**config.mk**
```make
export PLATFORM = sky130hd
export DESIGN_NAME = glitch_rejecting_moving_average
export DESIGN_NICKNAME = d
export VERILOG_FILES = /design/src/sv/grma_pkg.sv /design/src/sv/glitch_rejecting_moving_average.sv /design/src/sv/grma_ctrl.sv /design/src/sv/grma_datapath.sv
export SDC_FILE = /design/constraint.sdc
export NUM_CORES = 2
export LEC_CHECK = 0
export ABC_AREA = 1
export BUFFER_PORTS_ARGS = -buffer_cell sky130_fd_sc_hd__clkbuf_2
export CAP_MARGIN = 20
export CORE_MARGIN = 4
export CORE_UTILIZATION = 40
export CTS_BUF_LIST = sky130_fd_sc_hd__clkbuf_16
export CTS_CLUSTER_SIZE = 20
export DETAILED_ROUTE_END_ITERATION = 12
export GPL_TIMING_DRIVEN = 0
export SYNTH_ARGS = -nofsm -noshare
export SYNTH_HDL_FRONTEND = slang
export SYNTH_HIERARCHICAL = 1
export SYNTH_SLANG_ARGS = --single-unit
```
**constraint.sdc**
```tcl
create_clock -name clk -period 7.7 [get_ports clk]
set_input_delay 1.54 -clock clk [delete_from_list [all_inputs] [get_ports clk]]
set_output_delay 1.54 -clock clk [all_outputs]
set_load 0.02 [all_outputs]
```
**src/sv/grma_pkg.sv**
```systemverilog
// types, constants and codes shared by the glitch rejecting moving average
// no dependencies
`timescale 1ns / 1ps

package grma_pkg;

  localparam int DATA_W         = 16;
  localparam int LEN_REG_W      = 6;
  localparam int CFG_ADDR_W     = 1;
  localparam int CFG_DATA_W     = 16;
  localparam int DEF_MAX_WINDOW = 32;

  localparam logic [CFG_ADDR_W-1:0] REG_WINDOW_LEN = 1'b0;
  localparam logic [CFG_ADDR_W-1:0] REG_MAX_STEP   = 1'b1;

  localparam logic [LEN_REG_W-1:0] WINDOW_LEN_RESET = 6'd5;
  localparam logic [DATA_W-1:0]    MAX_STEP_RESET   = 16'd150;

  typedef enum logic [1:0] {
    ST_IDLE,
    ST_DIV,
    ST_DONE
  } state_t;

  typedef struct packed {
    logic accept;
    logic div_step;
    logic div_last;
    logic out_load;
  } cmd_t;

  typedef struct packed {
    logic need_div;
  } status_t;

endpackage

```
**src/sv/glitch_rejecting_moving_average.sv**
```systemverilog
// top level of the glitch rejecting moving average
// depends on grma_pkg, grma_ctrl, grma_datapath
//
//  channel   dir   signals                       payload
//  s         in    s_tvalid s_tready s_tdata     sample [15:0]
//  m         out   m_tvalid m_tready m_tdata     average [15:0]
//  cfg       in    cfg_we cfg_addr cfg_data      0 window_len [5:0], 1 max_step [15:0]
//
// a sample that seeds or is rejected skips the divide and goes straight to the result
// an accepted sample's average comes from the one-bit-per-cycle restoring divide
// of the window sum by the window length
// one request in flight; the next is taken while a result waits on m
// rst is synchronous; after reset the block is unseeded with length 5, step 150
`timescale 1ns / 1ps

module glitch_rejecting_moving_average #(
  parameter int MAX_WINDOW = grma_pkg::DEF_MAX_WINDOW
) (
  input  logic                            clk,
  input  logic                            rst,
  input  logic                            s_tvalid,
  output logic                            s_tready,
  input  logic [grma_pkg::DATA_W-1:0]     s_tdata,   // [15:0] sample
  output logic                            m_tvalid,
  input  logic                            m_tready,
  output logic [grma_pkg::DATA_W-1:0]     m_tdata,   // [15:0] average
  input  logic                            cfg_we,
  input  logic [grma_pkg::CFG_ADDR_W-1:0] cfg_addr,
  input  logic [grma_pkg::CFG_DATA_W-1:0] cfg_data
);
  import grma_pkg::*;

  cmd_t    cmd;
  status_t status;

  grma_ctrl #(
    .MAX_WINDOW(MAX_WINDOW)
  ) u_ctrl (
    .clk      (clk),
    .rst      (rst),
    .s_tvalid (s_tvalid),
    .s_tready (s_tready),
    .m_tvalid (m_tvalid),
    .m_tready (m_tready),
    .status   (status),
    .cmd      (cmd)
  );

  grma_datapath #(
    .MAX_WINDOW(MAX_WINDOW)
  ) u_datapath (
    .clk      (clk),
    .rst      (rst),
    .cfg_we   (cfg_we),
    .cfg_addr (cfg_addr),
    .cfg_data (cfg_data),
    .sample   (s_tdata),
    .average  (m_tdata),
    .cmd      (cmd),
    .status   (status)
  );

endmodule

```
**src/sv/grma_ctrl.sv**
```systemverilog
// sequencer for the moving average: request intake, divide count, result handoff
// depends on grma_pkg
`timescale 1ns / 1ps

module grma_ctrl #(
  parameter int MAX_WINDOW = grma_pkg::DEF_MAX_WINDOW
) (
  input  logic              clk,
  input  logic              rst,
  input  logic              s_tvalid,
  output logic              s_tready,
  output logic              m_tvalid,
  input  logic              m_tready,
  input  grma_pkg::status_t status,
  output grma_pkg::cmd_t    cmd
);
  import grma_pkg::*;

  localparam int SUM_W = DATA_W + $clog2(MAX_WINDOW);
  localparam int CNT_W = $clog2(SUM_W);
  localparam logic [CNT_W-1:0] CNT_LAST = CNT_W'(SUM_W - 1);

  state_t           state, state_next;
  logic [CNT_W-1:0] cnt, cnt_next;
  logic             out_valid, out_valid_next;

  always_ff @(posedge clk) begin
    if (rst) begin
      state     <= ST_IDLE;
      cnt       <= '0;
      out_valid <= 1'b0;
    end else begin
      state     <= state_next;
      cnt       <= cnt_next;
      out_valid <= out_valid_next;
    end
  end

  always_comb begin
    state_next = state;
    cnt_next   = cnt;
    cmd        = '0;
    s_tready   = 1'b0;
    case (state)
      ST_IDLE: begin
        s_tready = 1'b1;
        cnt_next = '0;
        if (s_tvalid) begin
          cmd.accept = 1'b1;
          state_next = status.need_div ? ST_DIV : ST_DONE;
        end
      end
      ST_DIV: begin
        cmd.div_step = 1'b1;
        cnt_next     = cnt + 1'b1;
        if (cnt == CNT_LAST) begin
          cmd.div_last = 1'b1;
          state_next   = ST_DONE;
        end
      end
      ST_DONE: begin
        if (!out_valid || m_tready) begin
          cmd.out_load = 1'b1;
          state_next   = ST_IDLE;
        end
      end
      default: begin
        state_next = ST_IDLE;
      end
    endcase
  end

  always_comb begin
    if (cmd.out_load) begin
      out_valid_next = 1'b1;
    end else if (m_tready) begin
      out_valid_next = 1'b0;
    end else begin
      out_valid_next = out_valid;
    end
  end

  assign m_tvalid = out_valid;

  a_no_overwrite: assert property (@(posedge clk) disable iff (rst)
    cmd.out_load |-> (!m_tvalid || m_tready))
    else $error("result overwritten while still pending");

  a_div_entry: assert property (@(posedge clk) disable iff (rst)
    (cmd.accept && status.need_div) |=> (state == ST_DIV && cnt == '0))
    else $error("divide not started after accepted sample");

  a_div_length: assert property (@(posedge clk) disable iff (rst)
    cmd.div_last |-> (state == ST_DIV && $past(cmd.div_step)))
    else $error("divide finished without full step sequence");

endmodule

```
**src/sv/grma_datapath.sv**
```systemverilog
// window taps, running sum, acceptance check, serial divider and result register
// depends on grma_pkg
`timescale 1ns / 1ps

module grma_datapath #(
  parameter int MAX_WINDOW = grma_pkg::DEF_MAX_WINDOW
) (
  input  logic                                clk,
  input  logic                                rst,
  input  logic                                cfg_we,
  input  logic [grma_pkg::CFG_ADDR_W-1:0]     cfg_addr,
  input  logic [grma_pkg::CFG_DATA_W-1:0]     cfg_data,
  input  logic [grma_pkg::DATA_W-1:0]         sample,
  output logic [grma_pkg::DATA_W-1:0]         average,
  input  grma_pkg::cmd_t                      cmd,
  output grma_pkg::status_t                   status
);
  import grma_pkg::*;

  localparam int SUM_W = DATA_W + $clog2(MAX_WINDOW);
  localparam int LU_W  = $clog2(MAX_WINDOW + 1);
  localparam int CMP_W = DATA_W + 2;

  logic [LEN_REG_W-1:0] window_len;
  logic [DATA_W-1:0]    max_step;
  logic [DATA_W-1:0]    window [MAX_WINDOW];
  logic                 seeded;
  logic [LU_W-1:0]      len_used;
  logic [DATA_W-1:0]    last_average;
  logic [SUM_W-1:0]     sum;
  logic [SUM_W-1:0]     dvd;
  logic [LU_W-1:0]      rem;
  logic [DATA_W-1:0]    out_data;

  logic [6:0]           eff7;
  logic [LU_W-1:0]      len_eff;
  logic [DATA_W-1:0]    newest;
  logic signed [CMP_W-1:0] sv, nv, mv, n_lo, n_hi;
  logic                 ok;
  logic                 do_seed, do_shift;
  logic [SUM_W-1:0]     sum_shift;
  logic [SUM_W-1:0]     sum_seed;
  logic [LU_W:0]        rem_sh;
  logic                 q_bit;
  logic [LU_W-1:0]      rem_next;
  logic [SUM_W-1:0]     dvd_next;

  // configuration registers
  always_ff @(posedge clk) begin
    if (rst) begin
      window_len <= WINDOW_LEN_RESET;
      max_step   <= MAX_STEP_RESET;
    end else if (cfg_we) begin
      case (cfg_addr)
        REG_WINDOW_LEN: window_len <= cfg_data[LEN_REG_W-1:0];
        REG_MAX_STEP:   max_step   <= cfg_data[DATA_W-1:0];
        default: ;
      endcase
    end
  end

  // clamp length to 1..MAX_WINDOW
  always_comb begin
    if (window_len == '0) begin
      eff7 = 7'd1;
    end else if ({1'b0, window_len} > 7'(MAX_WINDOW)) begin
      eff7 = 7'(MAX_WINDOW);
    end else begin
      eff7 = {1'b0, window_len};
    end
    len_eff = LU_W'(eff7);
  end

  always_comb begin
    newest = window[0];
    for (int i = 0; i < MAX_WINDOW; i++) begin
      if (LU_W'(i + 1) == len_used) begin
        newest = window[i];
      end
    end
  end

  always_comb begin
    sv   = signed'({2'b00, sample});
    nv   = signed'({2'b00, newest});
    mv   = signed'({2'b00, max_step});
    n_lo = nv - mv;
    n_hi = nv + mv;
    ok   = (sv >= mv && sv > n_lo && sv < n_hi) ||
           (sv <= mv && sv > 0 && sv < n_hi);
  end

  assign do_seed         = cmd.accept && !seeded;
  assign do_shift        = cmd.accept && seeded && ok;
  assign status.need_div = seeded && ok;

  assign sum_shift = sum - SUM_W'(window[0]) + SUM_W'(sample);
  assign sum_seed  = SUM_W'(SUM_W'(sample) * SUM_W'(len_eff));

  // window taps, oldest at index 0, newest at len_used-1
  for (genvar g = 0; g < MAX_WINDOW; g++) begin : g_tap
    logic [DATA_W-1:0] upper;
    if (g == MAX_WINDOW - 1) begin : g_end
      assign upper = sample;
    end else begin : g_mid
      assign upper = window[g + 1];
    end
    always_ff @(posedge clk) begin
      if (do_seed) begin
        window[g] <= sample;
      end else if (do_shift) begin
        if (LU_W'(g + 1) < len_used) begin
          window[g] <= upper;
        end else if (LU_W'(g + 1) == len_used) begin
          window[g] <= sample;
        end
      end
    end
  end

  always_ff @(posedge clk) begin
    if (rst) begin
      seeded       <= 1'b0;
      len_used     <= LU_W'(1);
      last_average <= '0;
    end else if (do_seed) begin
      seeded       <= (len_eff != LU_W'(1));
      len_used     <= len_eff;
      last_average <= sample;
    end else if (cmd.accept && seeded && !ok) begin
      seeded <= 1'b0;
    end else if (cmd.div_last) begin
      last_average <= dvd_next[DATA_W-1:0];
    end
  end

  // restoring divider, one quotient bit per cycle
  always_comb begin
    rem_sh = {rem, dvd[SUM_W-1]};
    q_bit  = (rem_sh >= {1'b0, len_used});
    if (q_bit) begin
      rem_next = LU_W'(rem_sh - {1'b0, len_used});
    end else begin
      rem_next = rem_sh[LU_W-1:0];
    end
    dvd_next = {dvd[SUM_W-2:0], q_bit};
  end

  always_ff @(posedge clk) begin
    if (do_seed) begin
      sum <= sum_seed;
    end else if (do_shift) begin
      sum <= sum_shift;
    end
    if (do_shift) begin
      dvd <= sum_shift;
      rem <= '0;
    end else if (cmd.div_step) begin
      dvd <= dvd_next;
      rem <= rem_next;
    end
    if (cmd.out_load) begin
      out_data <= last_average;
    end
  end

  assign average = out_data;

  a_rem_range: assert property (@(posedge clk) disable iff (rst)
    cmd.div_step |-> (rem < len_used))
    else $error("divider remainder out of range");

endmodule

```
==> flow_summary.json <==
{
  "p_sw_uw": 8400,
  "antenna_left": 0,
  "fin_cells": 6170,
  "area_growth_pct": 21.4,
  "p_seq_share_pct": 29.7,
  "irDropWorstVdd_mv": 0.292,
  "fin_nets": 5108,
  "clkPwrFrac_pct": 17.4,
  "rsz0062_at_grt": "yes",
  "cts.sinks": 629,
  "setup_slack_ps": -991,
  "coreArea_sq_um": 93700,
  "finalCritPeriodShare_pct": 113,
  "period_minus_slack_ps": 8690,
  "cts_tree": "yes",
  "gp_congestion": 0.894,
  "grt_pass1_vias": 31692,
  "status": "finished, violations left",
  "numCtsBuffers": 75,
  "seq_area_frac_synth_pct": 48.2,
  "async_reset_ff_share_pct": 0,
  "internal_power_uw": 10900,
  "grt_first_pass_wirelength_um": 190000,
  "antenna_found_initial": 2,
  "synth_top_area_share_pct": 45.1,
  "clock_path_buffers": 3,
  "register_area_sq_um": 18300,
  "slowest_stage": "clkbuf_1",
  "overflow": 0,
  "multiInputGateArea_sq_um": 17700,
  "critPathArrivalTime_ps": 9030,
  "dp_cells": 5862,
  "crit_top_cell": "nand2_1",
  "rrSetupSlack_ps": -990,
  "grt_max_degree": 26,
  "post_dp_cell_area_sq_um": 40100,
  "stdcell_area_sq_um": 46100,
  "pwr_density_cell_nw_per_um2": 418,
  "clk_pin_slew_ps": 60,
  "synthTopCellsByArea": "edfxtp_1 45%, nand2_1 11%, a21oi_1 7.9%, inv_1 5.5%, o21ai_0 5.4%",
  "fp.dieArea_sq_um": 99900,
  "initial_core_util_pct": 40.5,
  "first_pass_iters": 6,
  "avgViaCountPerCell": 5.43,
  "grt_use_total_pct": 24.9,
  "setup_violations": 1098,
  "wl_per_cell_um": 20.8,
  "critPathKind": "reg2reg",
  "hp-class": "reg2reg",
  "crit_required_ps": 8040,
  "p_comb_share_pct": 53.0,
  "cts_hold_buf": 0,
  "cp-start-kind": "flip-flop",
  "drive_above_1_share_pct": 14.8,
  "fmax_mhz": 115,
  "worstPathMaxFanout": 10,
  "synth_area_per_cell_sq_um": 8.36,
  "violations": "negative setup slack",
  "clock_latency_ps": 640,
  "die_y_um": 316,
  "synthDistinctLibCells": 56,
  "num_io_pins": 56,
  "critPathMaxStageDelay_ps": 500,
  "vias": 33527,
  "netlist_area_sq_um": 38000,
  "synth_seq_cells": 629,
  "synth_area_leader_cell": "edfxtp_1",
  "post-dp-hpwl_um": 93100,
  "wl_um": 128000,
  "antenna_cells": 0,
  "port_buffers": 55,
  "slew_viol_final": 0,
  "tightest_slew_ps": 1220,
  "row_count": 112,
  "cp-end-kind": "flip-flop",
  "finalClockSkew_ps": 25.6,
  "leakagePower_uw": 0.0200,
  "cts-root-buf": "clkbuf_16",
  "initialDrtViolationCount": 3086,
  "drv_cap": 0,
  "synthCells": 4537,
  "final_hold_viol_count": 0,
  "ys_warn_count": 6,
  "netSwitchingFraction_pct": 43.6,
  "design_power_total_uw": 19300,
  "drcViolationCount": 0,
  "h-tree-depth": 3,
  "slew-limit-headroom_pct": 18.5,
  "fp.dieW_um": 316,
  "synth-edff-count": 570,
  "synth_flop_cell": "edfxtp_1",
  "postLayoutCoreUtil_pct": 49.1,
  "syn-num-nets": 4787,
  "fillers": 8760
}
[per-layer routing]
layer	GRT usage (%)	wire length (um)	vias up
met2	41.3	60200	1348
met3	4.66	10200	265
met4	9.45	5410	2
li1	-	-	15754
met5	0	13	-
met1	32.6	52600	16158
[placed cells by master, fill, tap and decap left out, drive strengths merged, types with 13 or more instances in the layout]
cell,n
ha,137
o31ai,13
inv,589
dfxtp,59
nand2,1096
a21oi,603
o21ai,472
a221oi,16
edfxtp,570
xor2,51
clkbuf,301
buf,273
o211ai,22
a31oi,22
nand3,85
clkinv,37
nor2,411
fa,75
[timing repair]
action                                  CTS  global route
setup buffers                           100            40
pin swaps                                26            65
endpoints found under the hold margin     0             0
resized for setup                       296           322
setup endpoints to repair              1098          1101
cloned                                   21            13
[state kept, by name, indices dropped and copies added, names as in the netlist, 16 cells and up]
| name | flops |
|---|---|
| u_datapath/average | 16 |
| u_datapath/dvd | 21 |
| u_datapath/last_average | 16 |
| u_datapath/max_step | 16 |
| u_datapath/sum | 21 |
| u_datapath/window | 512 |
[through the flow]
step / hold slack (ps) / setup TNS, ps / setup slack [ps]
final: 430 / -886220 / -991
after global routing: 444 / -1364340 / -1440
after CTS: 430 / -777030 / -977
after detailed placement: 414 / -2598440 / -2910
after global placement: 411 / -2522410 / -2830
after floorplan: 403 / 0 / 94.1
[synthesized netlist by cell type, types with 16 or more instances]
master    count
o21ai_1      60
o211ai_1     21
a221oi_1     16
fa_1         75
inv_1       560
clkbuf_1    182
a31oi_1      22
nor2_1      402
edfxtp_1    570
o21ai_0     407
xor2_1       51
buf_2        65
dfxtp_1      59
a21oi_1     600
nand2_1    1066
nand3_1      83
ha_1        137
[worst paths after layout]
check	startpoint	end	cells past startpoint
setup / recovery	u_datapath/len_used[5]	u_datapath/window[0][181]	64
hold / removal	u_datapath/last_average[8]	u_datapath/average[8]	0
setup reg to reg	u_datapath/len_used[5]	u_datapath/window[0][181]	64
hold reg to reg	u_datapath/last_average[8]	u_datapath/average[8]	0
[worst max-delay path, delay by kind of cell, from the launching register on]
| family | cells | cell delay (ps) |
|---|---|---|
| simple gates | 36 | 3510 |
| flops | 1 | 360 |
| compound gates | 16 | 2240 |
| xor+xnor | 1 | 160 |
| buf+inv | 9 | 1620 |
| fa+ha+maj | 2 | 490 |
[layout make-up]
| type | count | share of cell area (%) |
|---|---|---|
| buffer | 268 | 3.72 |
| clock buffer | 76 | 4.13 |
| clock inverter | 59 | 0.809 |
| inverter | 575 | 4.75 |
| multi-input combinational | 3078 | 38.5 |
| sequential | 629 | 39.7 |
| tap | 1254 | 3.41 |
| timing repair buffer | 231 | 4.98 |
[power groups by stage]
stage | sequential, uW | combinational, uW | clock (uW)
2_1_floorplan | 5640 | 5760 | 0
3_3_place_gp | 5740 | 8140 | 0
3_5_place_dp | 5770 | 8280 | 0
4_1_cts | 5690 | 9440 | 3410
5_1_grt | 5810 | 11200 | 3550
6_report | 5720 | 10200 | 3350
[logic make-up after synthesis]
kind of cell / count (synthesis) / share of synthesized area (%)
AOI/OAI and AO/OA: 1178 / 16.4
xor gates and xnor gates: 61 / 1.41
adders and majority gates: 212 / 8.47
buffers and inverters: 848 / 8.82
DFF: 629 / 48.2
and+or+nand+nor: 1609 / 16.7
(Power assumes the default switching activity.)
